**config.mk**
```make
export PLATFORM = sky130hd
export DESIGN_NAME = budgeted_stereo_fade_gate_flat
export DESIGN_NICKNAME = d
export VERILOG_FILES = /design/src/hdl/bsfg_pkg.sv /design/src/hdl/bsfg_if.sv /design/src/hdl/budgeted_stereo_fade_gate.sv /design/src/hdl/bsfg_serial_mul.sv /design/src/hdl/bsfg_serial_div.sv /design/src/flat_wrapper.sv
export SDC_FILE = /design/constraint.sdc
export NUM_CORES = 1
export LEC_CHECK = 0
export ABC_CLOCK_PERIOD_IN_PS = 4100
export BUFFER_PORTS_ARGS = -buffer_cell sky130_fd_sc_hd__clkbuf_2
export CORE_UTILIZATION = 56
export DETAILED_ROUTE_END_ITERATION = 8
export GPL_TIMING_DRIVEN = 0
export PLACE_DENSITY_LB_ADDON = 0.1
export SLEW_MARGIN = 20
export SYNTH_ARGS = -nofsm -noshare
export SYNTH_HDL_FRONTEND = slang
export SYNTH_SLANG_ARGS = --single-unit
```
**constraint.sdc**
```tcl
create_clock -name clk_i -period 4.1 [get_ports clk_i]
set_input_delay 0.205 -clock clk_i [delete_from_list [all_inputs] [get_ports clk_i]]
set_output_delay 0.205 -clock clk_i [all_outputs]
set_load 0.01 [all_outputs]
```
**src/hdl/bsfg_pkg.sv**
```systemverilog
// Package with widths, opcodes, constants and types of the budgeted stereo fade gate.
`default_nettype none
package bsfg_pkg;

  localparam int OPC_W    = 3;
  localparam int SAMPLE_W = 16;
  localparam int BUDGET_W = 16;
  localparam int US_W     = 24;
  localparam int RATE_W   = 18;
  localparam int ENV_W    = 16;
  localparam int Q_FRAC   = 15;
  // Up to rate 192000 a fade of ceil(192000 * (2**24 - 1) / 1e6) samples fits in 22 bits.
  localparam int LEN_W    = 22;
  localparam int RPROD_W  = RATE_W + 1 + US_W;
  localparam int SPROD_W  = SAMPLE_W + Q_FRAC;

  localparam logic [OPC_W-1:0] OPC_SAMPLE    = 3'd0;
  localparam logic [OPC_W-1:0] OPC_LOAD      = 3'd1;
  localparam logic [OPC_W-1:0] OPC_FADE      = 3'd2;
  localparam logic [OPC_W-1:0] OPC_ENV_RESET = 3'd3;
  localparam logic [OPC_W-1:0] OPC_STOP      = 3'd4;

  localparam logic [RATE_W-1:0]  RATE_RESET  = 18'd44100;
  localparam logic [ENV_W-1:0]   ENV_UNITY   = 16'h8000;
  localparam logic [RPROD_W-1:0] US_PER_S_M1 = 43'd999999;
  localparam logic [LEN_W-1:0]   US_PER_S    = 22'd1000000;

  typedef struct packed {
    logic [OPC_W-1:0]           opcode;
    logic signed [SAMPLE_W-1:0] left;
    logic signed [SAMPLE_W-1:0] right;
    logic [BUDGET_W-1:0]        budget_count;
    logic [US_W-1:0]            fade_us;
  } item_t;

endpackage
`default_nettype wire

```
**src/hdl/bsfg_if.sv**
```systemverilog
// Valid/ready channel interfaces for the input items and the result items.
`default_nettype none
interface bsfg_in_if;
  logic                                    valid;
  logic                                    ready;
  logic [bsfg_pkg::OPC_W-1:0]              opcode;
  logic signed [bsfg_pkg::SAMPLE_W-1:0]    left_in;
  logic signed [bsfg_pkg::SAMPLE_W-1:0]    right_in;
  logic                                    sink_ready;
  logic [bsfg_pkg::BUDGET_W-1:0]           budget_count;
  logic [bsfg_pkg::US_W-1:0]               fade_us;

  modport source (output valid, opcode, left_in, right_in, sink_ready, budget_count, fade_us,
                  input ready);
  modport sink (input valid, opcode, left_in, right_in, sink_ready, budget_count, fade_us,
                output ready);
endinterface

interface bsfg_out_if;
  logic                                    valid;
  logic                                    ready;
  logic signed [bsfg_pkg::SAMPLE_W-1:0]    left_out;
  logic signed [bsfg_pkg::SAMPLE_W-1:0]    right_out;
  logic                                    accepted;
  logic                                    fade_done;
  logic [bsfg_pkg::BUDGET_W-1:0]           budget_left;

  modport source (output valid, left_out, right_out, accepted, fade_done, budget_left,
                  input ready);
  modport sink (input valid, left_out, right_out, accepted, fade_done, budget_left,
                output ready);
endinterface
`default_nettype wire

```
**src/hdl/budgeted_stereo_fade_gate.sv**
```systemverilog
// Top level of the budgeted stereo fade gate: control, state and result register.
// Each item is taken one at a time. Control items, refused samples and passed samples at
// unity gain go from the item register straight to the result register. Below unity the two
// channels go through bit-serial multipliers, one envelope bit per cycle. A begin-fade item
// with a nonzero time runs a 24-step serial rate-times-time product and two 43-step serial
// divisions (length in samples, then the step). The next item is taken while a finished
// result still waits in the output register.
`default_nettype none
module budgeted_stereo_fade_gate (
  input  wire logic                          clk_i,
  input  wire logic                          rst_ni,
  input  wire logic                          cfg_we_i,
  input  wire logic [bsfg_pkg::RATE_W-1:0]   cfg_wdata_i,
  bsfg_in_if.sink                            in_ch_i,
  bsfg_out_if.source                         out_ch_o
);

  import bsfg_pkg::*;

  localparam logic [2:0] S_IDLE = 3'd0;
  localparam logic [2:0] S_MUL  = 3'd1;
  localparam logic [2:0] S_RMUL = 3'd2;
  localparam logic [2:0] S_LDIV = 3'd3;
  localparam logic [2:0] S_SDIV = 3'd4;
  localparam logic [2:0] S_DONE = 3'd5;

  logic [2:0]          state_q, state_d;
  logic [RATE_W-1:0]   rate_q;
  item_t               item_q, item_d;
  logic                pass_q, pass_d;
  logic [LEN_W-1:0]    len_q, len_d;
  logic [ENV_W-1:0]    new_step_q, new_step_d;

  logic [BUDGET_W-1:0] budget_q, budget_d;
  logic [ENV_W-1:0]    env_q, env_d;
  logic [ENV_W-1:0]    step_q, step_d;
  logic [LEN_W-1:0]    rem_q, rem_d;
  logic                active_q, active_d;
  logic                complete_q, complete_d;

  logic                       out_valid_q, out_valid_d;
  logic signed [SAMPLE_W-1:0] out_left_q, out_left_d;
  logic signed [SAMPLE_W-1:0] out_right_q, out_right_d;
  logic                       out_acc_q, out_acc_d;
  logic                       out_done_q, out_done_d;
  logic [BUDGET_W-1:0]        out_budget_q, out_budget_d;

  logic                in_fire;
  logic                slot_free;
  logic                commit;
  logic                smul_start;
  logic                rmul_start;
  logic                div_start;
  logic signed [SPROD_W-1:0] lprod, rprod_s;
  logic                lmul_done, rmul_s_done;
  logic signed [RPROD_W-1:0] rate_prod;
  logic                rate_done;
  logic [RPROD_W-1:0]  div_dividend;
  logic [LEN_W-1:0]    div_divisor;
  logic [RPROD_W-1:0]  div_quot;
  logic                div_done;
  logic [LEN_W-1:0]    len_calc;
  logic [ENV_W-1:0]    step_calc;
  logic [SAMPLE_W-1:0] left_rnd, right_rnd;

  assign in_ch_i.ready = (state_q == S_IDLE);
  assign in_fire       = in_ch_i.valid && in_ch_i.ready;
  assign slot_free     = !out_valid_q || out_ch_o.ready;
  assign commit        = (state_q == S_DONE) && slot_free;

  assign smul_start = in_fire && (in_ch_i.opcode == OPC_SAMPLE) && (budget_q != '0)
                      && in_ch_i.sink_ready && !env_q[ENV_W-1];
  assign rmul_start = in_fire && (in_ch_i.opcode == OPC_FADE) && (in_ch_i.fade_us != '0);

  bsfg_serial_mul #(.A_W(SAMPLE_W), .B_W(Q_FRAC)) u_mul_left (
    .clk_i   (clk_i),
    .rst_ni  (rst_ni),
    .start_i (smul_start),
    .a_i     (in_ch_i.left_in),
    .b_i     (env_q[Q_FRAC-1:0]),
    .p_o     (lprod),
    .done_o  (lmul_done)
  );

  bsfg_serial_mul #(.A_W(SAMPLE_W), .B_W(Q_FRAC)) u_mul_right (
    .clk_i   (clk_i),
    .rst_ni  (rst_ni),
    .start_i (smul_start),
    .a_i     (in_ch_i.right_in),
    .b_i     (env_q[Q_FRAC-1:0]),
    .p_o     (rprod_s),
    .done_o  (rmul_s_done)
  );

  bsfg_serial_mul #(.A_W(RATE_W + 1), .B_W(US_W)) u_mul_rate (
    .clk_i   (clk_i),
    .rst_ni  (rst_ni),
    .start_i (rmul_start),
    .a_i     ({1'b0, rate_q}),
    .b_i     (in_ch_i.fade_us),
    .p_o     (rate_prod),
    .done_o  (rate_done)
  );

  // The divider first turns rate * time into a sample count, then divides the envelope by it.
  assign div_start    = ((state_q == S_RMUL) && rate_done) || ((state_q == S_LDIV) && div_done);
  assign div_dividend = (state_q == S_RMUL) ? RPROD_W'($unsigned(rate_prod)) + US_PER_S_M1
                                            : RPROD_W'(env_q);
  assign div_divisor  = (state_q == S_RMUL) ? US_PER_S : len_calc;
  assign len_calc     = (div_quot[LEN_W-1:0] == '0) ? LEN_W'(1) : div_quot[LEN_W-1:0];
  assign step_calc    = ((div_quot[ENV_W-1:0] == '0) && (env_q != '0)) ? ENV_W'(1)
                                                                      : div_quot[ENV_W-1:0];

  bsfg_serial_div #(.N_W(RPROD_W), .D_W(LEN_W)) u_div (
    .clk_i      (clk_i),
    .rst_ni     (rst_ni),
    .start_i    (div_start),
    .dividend_i (div_dividend),
    .divisor_i  (div_divisor),
    .quotient_o (div_quot),
    .done_o     (div_done)
  );

  // Rounding by half an LSB then shifting equals the upper bits plus the first dropped bit.
  assign left_rnd  = lprod[SPROD_W-1:Q_FRAC] + {{(SAMPLE_W - 1){1'b0}}, lprod[Q_FRAC-1]};
  assign right_rnd = rprod_s[SPROD_W-1:Q_FRAC] + {{(SAMPLE_W - 1){1'b0}}, rprod_s[Q_FRAC-1]};

  always_comb begin
    state_d    = state_q;
    item_d     = item_q;
    pass_d     = pass_q;
    len_d      = len_q;
    new_step_d = new_step_q;
    unique case (state_q)
      S_IDLE: begin
        if (in_fire) begin
          item_d.opcode       = in_ch_i.opcode;
          item_d.left         = in_ch_i.left_in;
          item_d.right        = in_ch_i.right_in;
          item_d.budget_count = in_ch_i.budget_count;
          item_d.fade_us      = in_ch_i.fade_us;
          pass_d  = (budget_q != '0) && in_ch_i.sink_ready;
          if (smul_start) begin
            state_d = S_MUL;
          end else if (rmul_start) begin
            state_d = S_RMUL;
          end else begin
            state_d = S_DONE;
          end
        end
      end
      S_MUL: begin
        if (lmul_done && rmul_s_done) begin
          state_d = S_DONE;
        end
      end
      S_RMUL: begin
        if (rate_done) begin
          state_d = S_LDIV;
        end
      end
      S_LDIV: begin
        if (div_done) begin
          len_d   = len_calc;
          state_d = S_SDIV;
        end
      end
      S_SDIV: begin
        if (div_done) begin
          new_step_d = step_calc;
          state_d    = S_DONE;
        end
      end
      S_DONE: begin
        if (slot_free) begin
          state_d = S_IDLE;
        end
      end
      default: begin
        state_d = S_IDLE;
      end
    endcase
  end

  always_comb begin
    budget_d     = budget_q;
    env_d        = env_q;
    step_d       = step_q;
    rem_d        = rem_q;
    active_d     = active_q;
    complete_d   = complete_q;
    out_valid_d  = out_valid_q && !out_ch_o.ready;
    out_left_d   = out_left_q;
    out_right_d  = out_right_q;
    out_acc_d    = out_acc_q;
    out_done_d   = out_done_q;
    out_budget_d = out_budget_q;
    if (commit) begin
      out_left_d  = '0;
      out_right_d = '0;
      out_acc_d   = 1'b0;
      case (item_q.opcode)
        OPC_SAMPLE: begin
          if (pass_q) begin
            out_left_d  = env_q[ENV_W-1] ? item_q.left : $signed(left_rnd);
            out_right_d = env_q[ENV_W-1] ? item_q.right : $signed(right_rnd);
            out_acc_d   = 1'b1;
            if (active_q) begin
              if (rem_q != '0) begin
                env_d = (env_q > step_q) ? env_q - step_q : '0;
                rem_d = rem_q - LEN_W'(1);
              end
              if (rem_d == '0) begin
                env_d      = '0;
                step_d     = '0;
                active_d   = 1'b0;
                complete_d = 1'b1;
              end
            end
            budget_d = budget_q - BUDGET_W'(1);
          end
        end
        OPC_LOAD: begin
          budget_d = item_q.budget_count;
        end
        OPC_FADE: begin
          if (item_q.fade_us == '0) begin
            env_d      = '0;
            step_d     = '0;
            rem_d      = '0;
            active_d   = 1'b0;
            complete_d = 1'b1;
          end else begin
            rem_d      = len_q;
            step_d     = new_step_q;
            active_d   = 1'b1;
            complete_d = 1'b0;
          end
        end
        OPC_ENV_RESET, OPC_STOP: begin
          if (item_q.opcode == OPC_STOP) begin
            budget_d = '0;
          end
          env_d      = ENV_UNITY;
          step_d     = '0;
          rem_d      = '0;
          active_d   = 1'b0;
          complete_d = 1'b0;
        end
        default: begin
        end
      endcase
      out_valid_d  = 1'b1;
      out_done_d   = complete_d;
      out_budget_d = budget_d;
    end
  end

  always_ff @(posedge clk_i or negedge rst_ni) begin
    if (!rst_ni) begin
      state_q     <= S_IDLE;
      rate_q      <= RATE_RESET;
      pass_q      <= 1'b0;
      budget_q    <= '0;
      env_q       <= ENV_UNITY;
      step_q      <= '0;
      rem_q       <= '0;
      active_q    <= 1'b0;
      complete_q  <= 1'b0;
      out_valid_q <= 1'b0;
    end else begin
      state_q     <= state_d;
      // A zero rate is not a valid setting and leaves the register as it was.
      if (cfg_we_i && (cfg_wdata_i != '0)) begin
        rate_q <= cfg_wdata_i;
      end
      pass_q      <= pass_d;
      budget_q    <= budget_d;
      env_q       <= env_d;
      step_q      <= step_d;
      rem_q       <= rem_d;
      active_q    <= active_d;
      complete_q  <= complete_d;
      out_valid_q <= out_valid_d;
    end
  end

  always_ff @(posedge clk_i) begin
    item_q       <= item_d;
    len_q        <= len_d;
    new_step_q   <= new_step_d;
    out_left_q   <= out_left_d;
    out_right_q  <= out_right_d;
    out_acc_q    <= out_acc_d;
    out_done_q   <= out_done_d;
    out_budget_q <= out_budget_d;
  end

  assign out_ch_o.valid       = out_valid_q;
  assign out_ch_o.left_out    = out_left_q;
  assign out_ch_o.right_out   = out_right_q;
  assign out_ch_o.accepted    = out_acc_q;
  assign out_ch_o.fade_done   = out_done_q;
  assign out_ch_o.budget_left = out_budget_q;

endmodule
`default_nettype wire

```
**src/hdl/bsfg_serial_mul.sv**
```systemverilog
// Bit-serial shift-and-add multiplier: signed multiplicand times unsigned multiplier.
`default_nettype none
module bsfg_serial_mul #(
  parameter int A_W = 16,
  parameter int B_W = 15
) (
  input  wire logic                   clk_i,
  input  wire logic                   rst_ni,
  input  wire logic                   start_i,
  input  wire logic signed [A_W-1:0]  a_i,
  input  wire logic [B_W-1:0]         b_i,
  output logic signed [A_W+B_W-1:0]   p_o,
  output logic                        done_o
);

  localparam int CNT_W = $clog2(B_W + 1);

  logic              busy_q, busy_d;
  logic              done_q, done_d;
  logic [CNT_W-1:0]  cnt_q, cnt_d;
  logic [A_W-1:0]    a_q, a_d;
  // High part holds one guard bit; the low part shifts the multiplier out LSB first.
  logic [A_W+B_W:0]  p_q, p_d;
  logic [A_W:0]      sum;

  always_comb begin
    sum    = p_q[A_W+B_W:B_W] + (p_q[0] ? {a_q[A_W-1], a_q} : '0);
    busy_d = busy_q;
    cnt_d  = cnt_q;
    done_d = 1'b0;
    a_d    = a_q;
    p_d    = p_q;
    if (start_i) begin
      busy_d = 1'b1;
      cnt_d  = CNT_W'(B_W);
      a_d    = a_i;
      p_d    = {{(A_W + 1){1'b0}}, b_i};
    end else if (busy_q) begin
      p_d   = {sum[A_W], sum, p_q[B_W-1:1]};
      cnt_d = cnt_q - CNT_W'(1);
      if (cnt_q == CNT_W'(1)) begin
        busy_d = 1'b0;
        done_d = 1'b1;
      end
    end
  end

  always_ff @(posedge clk_i or negedge rst_ni) begin
    if (!rst_ni) begin
      busy_q <= 1'b0;
      done_q <= 1'b0;
      cnt_q  <= '0;
    end else begin
      busy_q <= busy_d;
      done_q <= done_d;
      cnt_q  <= cnt_d;
    end
  end

  always_ff @(posedge clk_i) begin
    a_q <= a_d;
    p_q <= p_d;
  end

  assign p_o    = p_q[A_W+B_W-1:0];
  assign done_o = done_q;

endmodule
`default_nettype wire

```
**src/hdl/bsfg_serial_div.sv**
```systemverilog
// Restoring divider that produces one quotient bit per cycle.
`default_nettype none
module bsfg_serial_div #(
  parameter int N_W = 43,
  parameter int D_W = 22
) (
  input  wire logic            clk_i,
  input  wire logic            rst_ni,
  input  wire logic            start_i,
  input  wire logic [N_W-1:0]  dividend_i,
  input  wire logic [D_W-1:0]  divisor_i,
  output logic [N_W-1:0]       quotient_o,
  output logic                 done_o
);

  localparam int CNT_W = $clog2(N_W + 1);

  logic              busy_q, busy_d;
  logic              done_q, done_d;
  logic [CNT_W-1:0]  cnt_q, cnt_d;
  logic [D_W-1:0]    div_q, div_d;
  logic [D_W-1:0]    rem_q, rem_d;
  // Dividend bits leave at the top while quotient bits enter at the bottom.
  logic [N_W-1:0]    sh_q, sh_d;
  logic [D_W:0]      trial;
  logic              fits;

  always_comb begin
    trial  = {rem_q, sh_q[N_W-1]};
    fits   = (trial >= {1'b0, div_q});
    busy_d = busy_q;
    cnt_d  = cnt_q;
    done_d = 1'b0;
    div_d  = div_q;
    rem_d  = rem_q;
    sh_d   = sh_q;
    if (start_i) begin
      busy_d = 1'b1;
      cnt_d  = CNT_W'(N_W);
      div_d  = divisor_i;
      rem_d  = '0;
      sh_d   = dividend_i;
    end else if (busy_q) begin
      rem_d = fits ? D_W'(trial - {1'b0, div_q}) : trial[D_W-1:0];
      sh_d  = {sh_q[N_W-2:0], fits};
      cnt_d = cnt_q - CNT_W'(1);
      if (cnt_q == CNT_W'(1)) begin
        busy_d = 1'b0;
        done_d = 1'b1;
      end
    end
  end

  always_ff @(posedge clk_i or negedge rst_ni) begin
    if (!rst_ni) begin
      busy_q <= 1'b0;
      done_q <= 1'b0;
      cnt_q  <= '0;
    end else begin
      busy_q <= busy_d;
      done_q <= done_d;
      cnt_q  <= cnt_d;
    end
  end

  always_ff @(posedge clk_i) begin
    div_q <= div_d;
    rem_q <= rem_d;
    sh_q  <= sh_d;
  end

  assign quotient_o = sh_q;
  assign done_o     = done_q;

endmodule
`default_nettype wire

```
**src/flat_wrapper.sv**
```systemverilog
// flat-port wrapper written by rule: the top's interface ports become plain ports
module budgeted_stereo_fade_gate_flat import bsfg_pkg::*;
  (clk_i, rst_ni, cfg_we_i, cfg_wdata_i, in_ch_i_valid, in_ch_i_opcode, in_ch_i_left_in, in_ch_i_right_in, in_ch_i_sink_ready, in_ch_i_budget_count, in_ch_i_fade_us, in_ch_i_ready, out_ch_o_valid, out_ch_o_left_out, out_ch_o_right_out, out_ch_o_accepted, out_ch_o_fade_done, out_ch_o_budget_left, out_ch_o_ready);
  bsfg_in_if in_ch_i_i ();
  bsfg_out_if out_ch_o_i ();
  input  wire logic clk_i;
  input  wire logic rst_ni;
  input  wire logic cfg_we_i;
  input  wire logic [bsfg_pkg::RATE_W-1:0] cfg_wdata_i;
  input wire logic [$bits(in_ch_i_i.valid)-1:0] in_ch_i_valid;
  input wire logic [$bits(in_ch_i_i.opcode)-1:0] in_ch_i_opcode;
  input wire logic [$bits(in_ch_i_i.left_in)-1:0] in_ch_i_left_in;
  input wire logic [$bits(in_ch_i_i.right_in)-1:0] in_ch_i_right_in;
  input wire logic [$bits(in_ch_i_i.sink_ready)-1:0] in_ch_i_sink_ready;
  input wire logic [$bits(in_ch_i_i.budget_count)-1:0] in_ch_i_budget_count;
  input wire logic [$bits(in_ch_i_i.fade_us)-1:0] in_ch_i_fade_us;
  output wire logic [$bits(in_ch_i_i.ready)-1:0] in_ch_i_ready;
  output wire logic [$bits(out_ch_o_i.valid)-1:0] out_ch_o_valid;
  output wire logic [$bits(out_ch_o_i.left_out)-1:0] out_ch_o_left_out;
  output wire logic [$bits(out_ch_o_i.right_out)-1:0] out_ch_o_right_out;
  output wire logic [$bits(out_ch_o_i.accepted)-1:0] out_ch_o_accepted;
  output wire logic [$bits(out_ch_o_i.fade_done)-1:0] out_ch_o_fade_done;
  output wire logic [$bits(out_ch_o_i.budget_left)-1:0] out_ch_o_budget_left;
  input wire logic [$bits(out_ch_o_i.ready)-1:0] out_ch_o_ready;
  assign in_ch_i_i.valid = in_ch_i_valid;
  assign in_ch_i_i.opcode = in_ch_i_opcode;
  assign in_ch_i_i.left_in = in_ch_i_left_in;
  assign in_ch_i_i.right_in = in_ch_i_right_in;
  assign in_ch_i_i.sink_ready = in_ch_i_sink_ready;
  assign in_ch_i_i.budget_count = in_ch_i_budget_count;
  assign in_ch_i_i.fade_us = in_ch_i_fade_us;
  assign in_ch_i_ready = in_ch_i_i.ready;
  assign out_ch_o_valid = out_ch_o_i.valid;
  assign out_ch_o_left_out = out_ch_o_i.left_out;
  assign out_ch_o_right_out = out_ch_o_i.right_out;
  assign out_ch_o_accepted = out_ch_o_i.accepted;
  assign out_ch_o_fade_done = out_ch_o_i.fade_done;
  assign out_ch_o_budget_left = out_ch_o_i.budget_left;
  assign out_ch_o_i.ready = out_ch_o_ready;
  budgeted_stereo_fade_gate u_core (.clk_i(clk_i), .rst_ni(rst_ni), .cfg_we_i(cfg_we_i), .cfg_wdata_i(cfg_wdata_i), .in_ch_i(in_ch_i_i), .out_ch_o(out_ch_o_i));
endmodule
```
==> results of run 1 <==
[critical path, delay by kind of cell (launching register included)]
kind                   cells  cell delay, ps
AND/OR/NAND/NOR            4            1270
flip-flops                 1             370
AO/OA/AOI/OAI              1             450
buffers and inverters      6            1460
[layer usage]
metal | track usage | vias up
met3 | 0.0358 | 140
li1 | - | 10184
met4 | 0.105 | 2
met5 | 0 | -
met2 | 0.498 | 676
met1 | 0.397 | 10521
[registers in the layout, summed over array words and instances (netlist names), 5 cells and up]
register                     flops
u_core.budget_q                 16
u_core.new_step_q               16
u_core.rate_q                   18
u_core.out_ch_o.budget_left     16
u_core.out_ch_o.left_out        16
u_core.rem_q                    22
u_core.u_div.div_q              22
u_core.u_mul_rate.p_q           43
u_core.u_div.cnt_q               6
u_core.u_div.rem_q              22
u_core.out_ch_o.right_out       16
u_core.u_mul_left.a_q           16
u_core.len_q                    22
u_core.item_q                   75
u_core.u_mul_rate.a_q           18
u_core.env_q                    16
u_core.u_mul_rate.cnt_q          5
u_core.u_mul_right.p_q          31
u_core.u_mul_left.p_q           31
u_core.u_div.quotient_o         43
u_core.step_q                   16
u_core.u_mul_right.a_q          16
[worst paths after layout]
path	startpoint	end	slack (ps)
max reg2reg	u_core.state_q[0]$_DFFE_PN0P_	u_core.u_mul_right.a_q[3]$_DFFE_PP_	170
min reg2reg	u_core.rate_q[4]$_DFFE_PN0P_	u_core.u_mul_rate.a_q[4]$_DFFE_PP_	440
max in group asynchronous	rst_ni	u_core.env_q[10]$_DFFE_PN0P_	3190
min in group asynchronous	rst_ni	u_core.budget_q[7]$_DFFE_PN0P_	100
min	in_ch_i_sink_ready	u_core.pass_q$_DFFE_PN0P_	80
max	u_core.state_q[0]$_DFFE_PN0P_	u_core.u_mul_right.a_q[3]$_DFFE_PP_	170
[power by group]
part           leakage, nW  internal [mW]  switching [mW]  total (mW)
Clock                0.959           3.23            2.18        5.40
Sequential            5.22           7.42            1.40        8.82
Combinational         6.77           4.13            5.82        9.95
[placed cells by master (no fill, tap or decap), drive strengths merged, types with 17 or more instances in the layout]
cell type,n
or3,20
nor4,43
and2,58
and3,24
xnor2,77
ha,104
a21o,31
or2,19
nor2b,30
o21ai,183
mux2i,65
nand2,355
nor2,206
clkinv,21
mux2,21
xor2,60
inv,124
o21a,17
edfxtp,332
clkbuf,353
nand4,21
nor3,61
dfxtp,73
dlygate4sd3,103
buf,22
a21oi,129
a211oi,37
nand3,81
dfrtp,115
a31oi,22
o22ai,19
[cell type report]
cell class | instances | area [µm²]
timing repair buffer | 262 | 1980
multi-input combinational | 1864 | 11700
fill | 3763 | 15800
inverter | 125 | 473
antenna | 2 | 5.00
clock buffer | 75 | 1590
clock inverter | 33 | 385
buffer | 144 | 648
tap | 615 | 769
sequential | 527 | 14500
[metrics by stage]
stage / TNS [ps] / std cells / util
after global routing: 0 / 3646 / 0.670
final: 0 / 3647 / 0.670
after CTS: 0 / 3644 / 0.669
after global placement: -292630 / 3424 / 0.602
after detailed placement: -33360 / 3431 / 0.606
after floorplan: 0 / 2660 / -
[cell families (layout without fill, tap and decap cells)]
group | Yosys count | in the layout
AOI/OAI and AO/OA | 550 | 550
buffers and inverters | 269 | 639
and+or+nand+nor | 981 | 981
xor gates and xnor gates | 137 | 137
muxes | 87 | 87
other | 0 | 2
adders and majority gates | 109 | 109
DFF | 527 | 527
[what timing repair did]
item | in CTS | in global routing
setup endpoints to repair | 196 | 57
setup buffers | 2 | 1
hold endpoints to repair | 208 | 0
gates cloned | 0 | 0
pin swaps | 0 | 2
hold buffers | 103 | 0
resized for setup | 6 | 3
==> metrics.md, run 1 <==
| Metric | Value |
|---|---|
| Synth area leaders | edfxtp_1 (37%), dfrtp_1 (11%), dfxtp_1 (5.4%) |
| Synth warn | 0 |
| Maximum vdd drop | just over 0.5 mV |
| RSZ-0062 raised after global routing | no |
| Number of clock sinks | 527 |
| I/O pin count | roughly 150 |
| Synth Area in XOR/XNOR | 0.0440 |
| CP Data Arrival Time | roughly 4200 ps |
| Reg clk slew, reported paths | ~60 ps |
| Post-route ant nets | 0 |
| Worst slew pin tran | approximately 1100 ps |
| Synth Flop Type | edfxtp_1 |
| Core ar. | about 0.048 mm² |
| Synth Cell Area | 0.0273 mm² |
| Gr ovfl total | 0 |
| Die width | around 220 µm |
| Via count | roughly 22000 |
| Most frequent cell after synthesis | nand2_1 |
| Wire per inst | 20.1 µm |
| Post-Synth Simple-Gate Area | 0.173 |
| PnR worst setup slack | between 150 and 200 ps |
| Crit. End Element | register |
| Post-synth top area cell | edfxtp_1 |
| Metal-1 WL | roughly 32000 µm |
| Final min period | between 3000 and 4000 ps |
| Top Layer Used | met5 |
| EDFF count, synth | between 300 and 400 |
| Clk_skew | ~21 ps |
| Max-slew headroom | 0.253 |
| Leakage | about 13 nW |
| CP max-delay cell | nor3_1 |
| Final #Nets | between 3000 and 4000 |
| Sequential share of the synthesized area | 0.531 |
| Synth Area in Adders | 0.0514 |
| Area fraction of the dominant cell type after synthesis | 0.365 |
| Largest family of logic cells by synthesized area | simple AND/OR/NAND/NOR gates |
| DR iter-0 viols | 1736 |
| Share of layout cells above drive strength 1 | 0.115 |
| Cell Area, Placed | 0.0290 mm² |
| WL final | around 73000 µm |
| Max-Cap Viols | 0 |
| Starting Density | 0.570 |
| Status | completed |
| FF-to-FF path depth | 11 |
| WL met3 | about 3900 µm |
| H-tree depth | 2 |
| Pwr Density | roughly 750 mW/mm² |
| Crit path required time | roughly 4400 ps |
| Vias in the first global route | between 20000 and 25000 |
| Worst hold stages | 4 |
| Post-Synthesis Cells | 2660 |
| Netlist cell types | 94 |
| Hold Slack | about 76 ps |
| Fmax | around 0.25 GHz |
| WS Path Type | reg -> reg |
| Post-synth top cells | nand2_1 (355), edfxtp_1 (332), nor2_1 (205) |
| Initial DRT Pass Iterations | 6 |
| Final Cell Area | approximately 0.032 mm² |
| Metal2 WL | approximately 36000 µm |
| CTS tree | done |
| Pin count of the biggest net entering global routing | 77 |
| Post-synthesis compound-gate area fraction | 0.127 |
| Final Max Slew Viols | 0 |
| CTS Buf Count | between 50 and 60 |
| Layout overhead on the synthesized area | 17.6% |
| Tot GR Track Use | 0.297 |
| Row count | 80 |
| Clk_lat worst skew | 620 ps |
| Via-per-instance ratio | 5.90 |
| Tcrit/Tclk final | 0.958 |
| Full die area | between 0.04 and 0.05 mm² |
| Seq cells post-synth | approximately 530 |
| Crit path cell chain | clkbuf_1 > nor3_1 > nand2_1 > clkinvlp_4 > buf_12 > nand2_1 > a31oi_1 > nand3_2 > clkinv_1 > clkbuf_2 > buf_12 |
| Ys async rst share | 0.231 |
| # DRC | 0 |
| CTS root buffer | clkbuf_16 |
| First-pass GRT wire length | 116000 µm |
| Die height | about 220 µm |
| Count of final hold-check violations | 0 |
| Design Power | approximately 24 mW |
| Final HPWL DP | 51400 µm |
| Max Buffers Root-to-Sink | 3 |
| Crit Path Max Fanout | 32 |
| Crit start category | register |
| Crit path largest cell delay | 560 ps |
| Finish-stage setup viols | 0 |
| Place WS | -436 ps |
| Initial antenna violation count | 3 |
| PortBufs | about 150 |
| GP Congestion | about 0.92 |
| Min-delay worst type | in -> reg |
| Syn nets | approximately 2900 |
| Post-synthesis mux area share | 0.0333 |
| Syn_area_per_cell | about 10 µm² |
Note: power is estimated with default switching activity, not from simulation.
==> inputs of run 2 (changes only) <==
CELL_PAD_IN_SITES_DETAIL_PLACEMENT = 1   (was not set)
CELL_PAD_IN_SITES_GLOBAL_PLACEMENT = 1   (was not set)
CORE_UTILIZATION = 35   (was 56)
==> run 2 against run 1 <==
Against the previous run: hold slack got worse by 26 ps; sequential share of layout area shrank 1.0 points; combinational power is essentially flat; core utilization shrank 25 points; global-route usage down 8.8 points; clock-buffer cell count increased by 10; register-to-register slack improved by 170 ps; critical path depth unchanged; worst setup slack improved by 170 ps; non-clock buffer count is 7 lower; first-iteration DRC count decreased by 38%; critical path type unchanged.
==> metrics.md, run 2 (synthesis gave the netlist of run 1 again) <==
| Metric | Value |
|---|---|
| Final HPWL DP | 59300 µm |
| PortBufs | ~150 |
| Pin count of the biggest net entering global routing | 70 |
| Initial antenna violation count | 1 |
| DR iter-0 viols | roughly 1100 |
| Die width | ~280 µm |
| Die height | 281 µm |
| Starting Density | 0.353 |
| GP Congestion | between 0.8 and 0.9 |
| CTS root buffer | clkbuf_16 |
| Status | completed |
| Pwr Density | 760 mW/mm² |
| Max-slew headroom | 0.323 |
| CP max-delay cell | nor4_1 |
| Most frequent cells in the layout | nand2_1 (353), edfxtp_1 (332), nor2_1 (205) |
| Crit path largest cell delay | 530 ps |
| CP Buf/Inv Count | 3 |
| Share of layout cells above drive strength 1 | 0.122 |
| Maximum vdd drop | 0.303 mV |
| Place WS | -949 ps |
| Full die area | between 0.07 and 0.08 mm² |
| Worst slew pin tran | about 1000 ps |
| Tcrit/Tclk final | 0.917 |
| Core ar. | between 0.07 and 0.08 mm² |
| Max-Cap Viols | 0 |
| CP top delay family | simple AND/OR/NAND/NOR gates |
| Layout overhead on the synthesized area | 20.2% |
| Clk_lat worst skew | 610 ps |
| WS Path Type | reg -> reg |
| Final min period | roughly 3800 ps |
| PnR worst setup slack | between 300 and 400 ps |
| Wire per inst | about 20 µm |
| Min-delay worst type | in -> reg |
| Row count | between 100 and 150 |
| Post-route ant nets | 0 |
| H-tree depth | 3 |
| Max FFs per register | 75 |
| Initial DRT Pass Iterations | 5 |
| Fmax | 0.266 GHz |
| Hold Slack | between 40 and 50 ps |
| Final #Nets | approximately 3200 |
| WL final | between 80000 and 90000 µm |
| CTS tree | done |
| Clk_skew | ~29 ps |
| Crit path required time | 4610 ps |
| Crit Path Max Fanout | 10 |
| Leakage | 13.1 nW |
| I/O pin count | 151 |
| First-pass GRT wire length | 129000 µm |
| Vias in the first global route | between 20000 and 25000 |
| Number of clock sinks | between 500 and 600 |
| Via count | approximately 21000 |
| CP Data Arrival Time | about 4300 ps |
| Final Max Slew Viols | 0 |
| Max Buffers Root-to-Sink | 3 |
| Finish-stage setup viols | 0 |
| # DRC | 0 |
| Biggest register | u_core.item_q |
| Gr ovfl total | 0 |
| Diode count | 0 |
| Count of final hold-check violations | 0 |
| Crit start category | register |
| Tot GR Track Use | 0.209 |
| Reg clk slew, reported paths | 60 ps |
| Via-per-instance ratio | ~5.2 |
| Commonest non-fill, non-tap cell in the layout | nand2_1 |
| Crit path cell chain | clkdlybuf4s15_1 > nor3b_1 > and4_1 > clkbuf_1 > and4_2 > nor2_1 > nor4_1 > nand4_4 > a21oi_4 > buf_6 > mux2i_1 |
| Design Power | 24.9 mW |
| CTS Buf Count | between 60 and 70 |
| Crit. End Element | register |
| RSZ-0062 raised after global routing | no |
run 2: cell count changes in the layout (fill, tap and decap cells not counted), sizes merged:
cell	previous run	this run
buf	22	26
inv	124	126
bufinv	8	7
clkinv	21	22
dlygate4sd3	103	94
clkinvlp	5	8
diode	2	0
clkbuf	353	361
run 2: final cells by class:
class                   count  area, µm²
well taps                1040       1300
flip-flops and latches    527      14500
plain buffers             142        656
repair inverters            1       5.00
clock buffers              85       1800
multi-input cells        1864      11700
inverters                 125        480
clock inverters            37        404
repair buffers            257       1910
fillers                  8700      44500
run 2: tightest hold or removal path, delay by kind of cell:
family	cells	cell delay, ps
and+or+nand+nor	2	180
buffers and inverters	1	240
run 2: routing by layer:
| metal | vias up | global-route usage | part of all wire |
|---|---|---|---|
| met5 | - | 0 | 0 |
| met1 | 10521 | 0.285 | 0.48 |
| met4 | 0 | 0.0649 | 0.022 |
| met2 | 341 | 0.343 | 0.47 |
| met3 | 115 | 0.0283 | 0.035 |
| li1 | 10204 | - | - |
run 2: where the power goes:
| group | switching (mW) | internal, mW | total, mW |
|---|---|---|---|
| clock | 2.39 | 3.57 | 5.96 |
| sequential | 1.41 | 7.42 | 8.83 |
| combinational | 5.99 | 4.16 | 10.2 |
run 2: path summary, 6_finish.rpt:
check                                        startpoint                            endpoint  slack, ps  cells after the start
max in group asynchronous                        rst_ni       u_core.rate_q[10]$_DFFE_PN1P_       3120                      3
hold reg to reg            u_core.rate_q[1]$_DFFE_PN0P_  u_core.u_mul_rate.a_q[1]$_DFFE_PP_        450                      0
hold / removal                                 cfg_we_i        u_core.rate_q[9]$_DFFE_PN0P_         50                      3
setup reg to reg           u_core.rem_q[20]$_DFFE_PN0P_       u_core.step_q[10]$_DFFE_PN0P_        340                     11
min in group asynchronous                        rst_ni     u_core.budget_q[12]$_DFFE_PN0P_        130                      2
setup / recovery           u_core.rem_q[20]$_DFFE_PN0P_       u_core.step_q[10]$_DFFE_PN0P_        340                     11
run 2: repair_timing:
| item | CTS | global route |
|---|---|---|
| setup buffers | 0 | 8 |
| hold buffers | 94 | 0 |
| pin swaps | 0 | 1 |
| endpoints found under the setup margin | 236 | 140 |
| gates resized for setup | 11 | 8 |
| hold endpoints to repair | 202 | 0 |
| gates cloned | 0 | 1 |
run 2: stage by stage:
step | util | TNS (ps) | instance area, µm² | std cells
floorplan | - | 0 | 27300 | 2660
global placement | 0.379 | -434580 | 29300 | 3849
detailed placement | 0.381 | -96410 | 29500 | 3855
CTS | 0.423 | 0 | 32700 | 4070
global route | 0.424 | 0 | 32800 | 4078
finish | 0.424 | 0 | 32800 | 4078
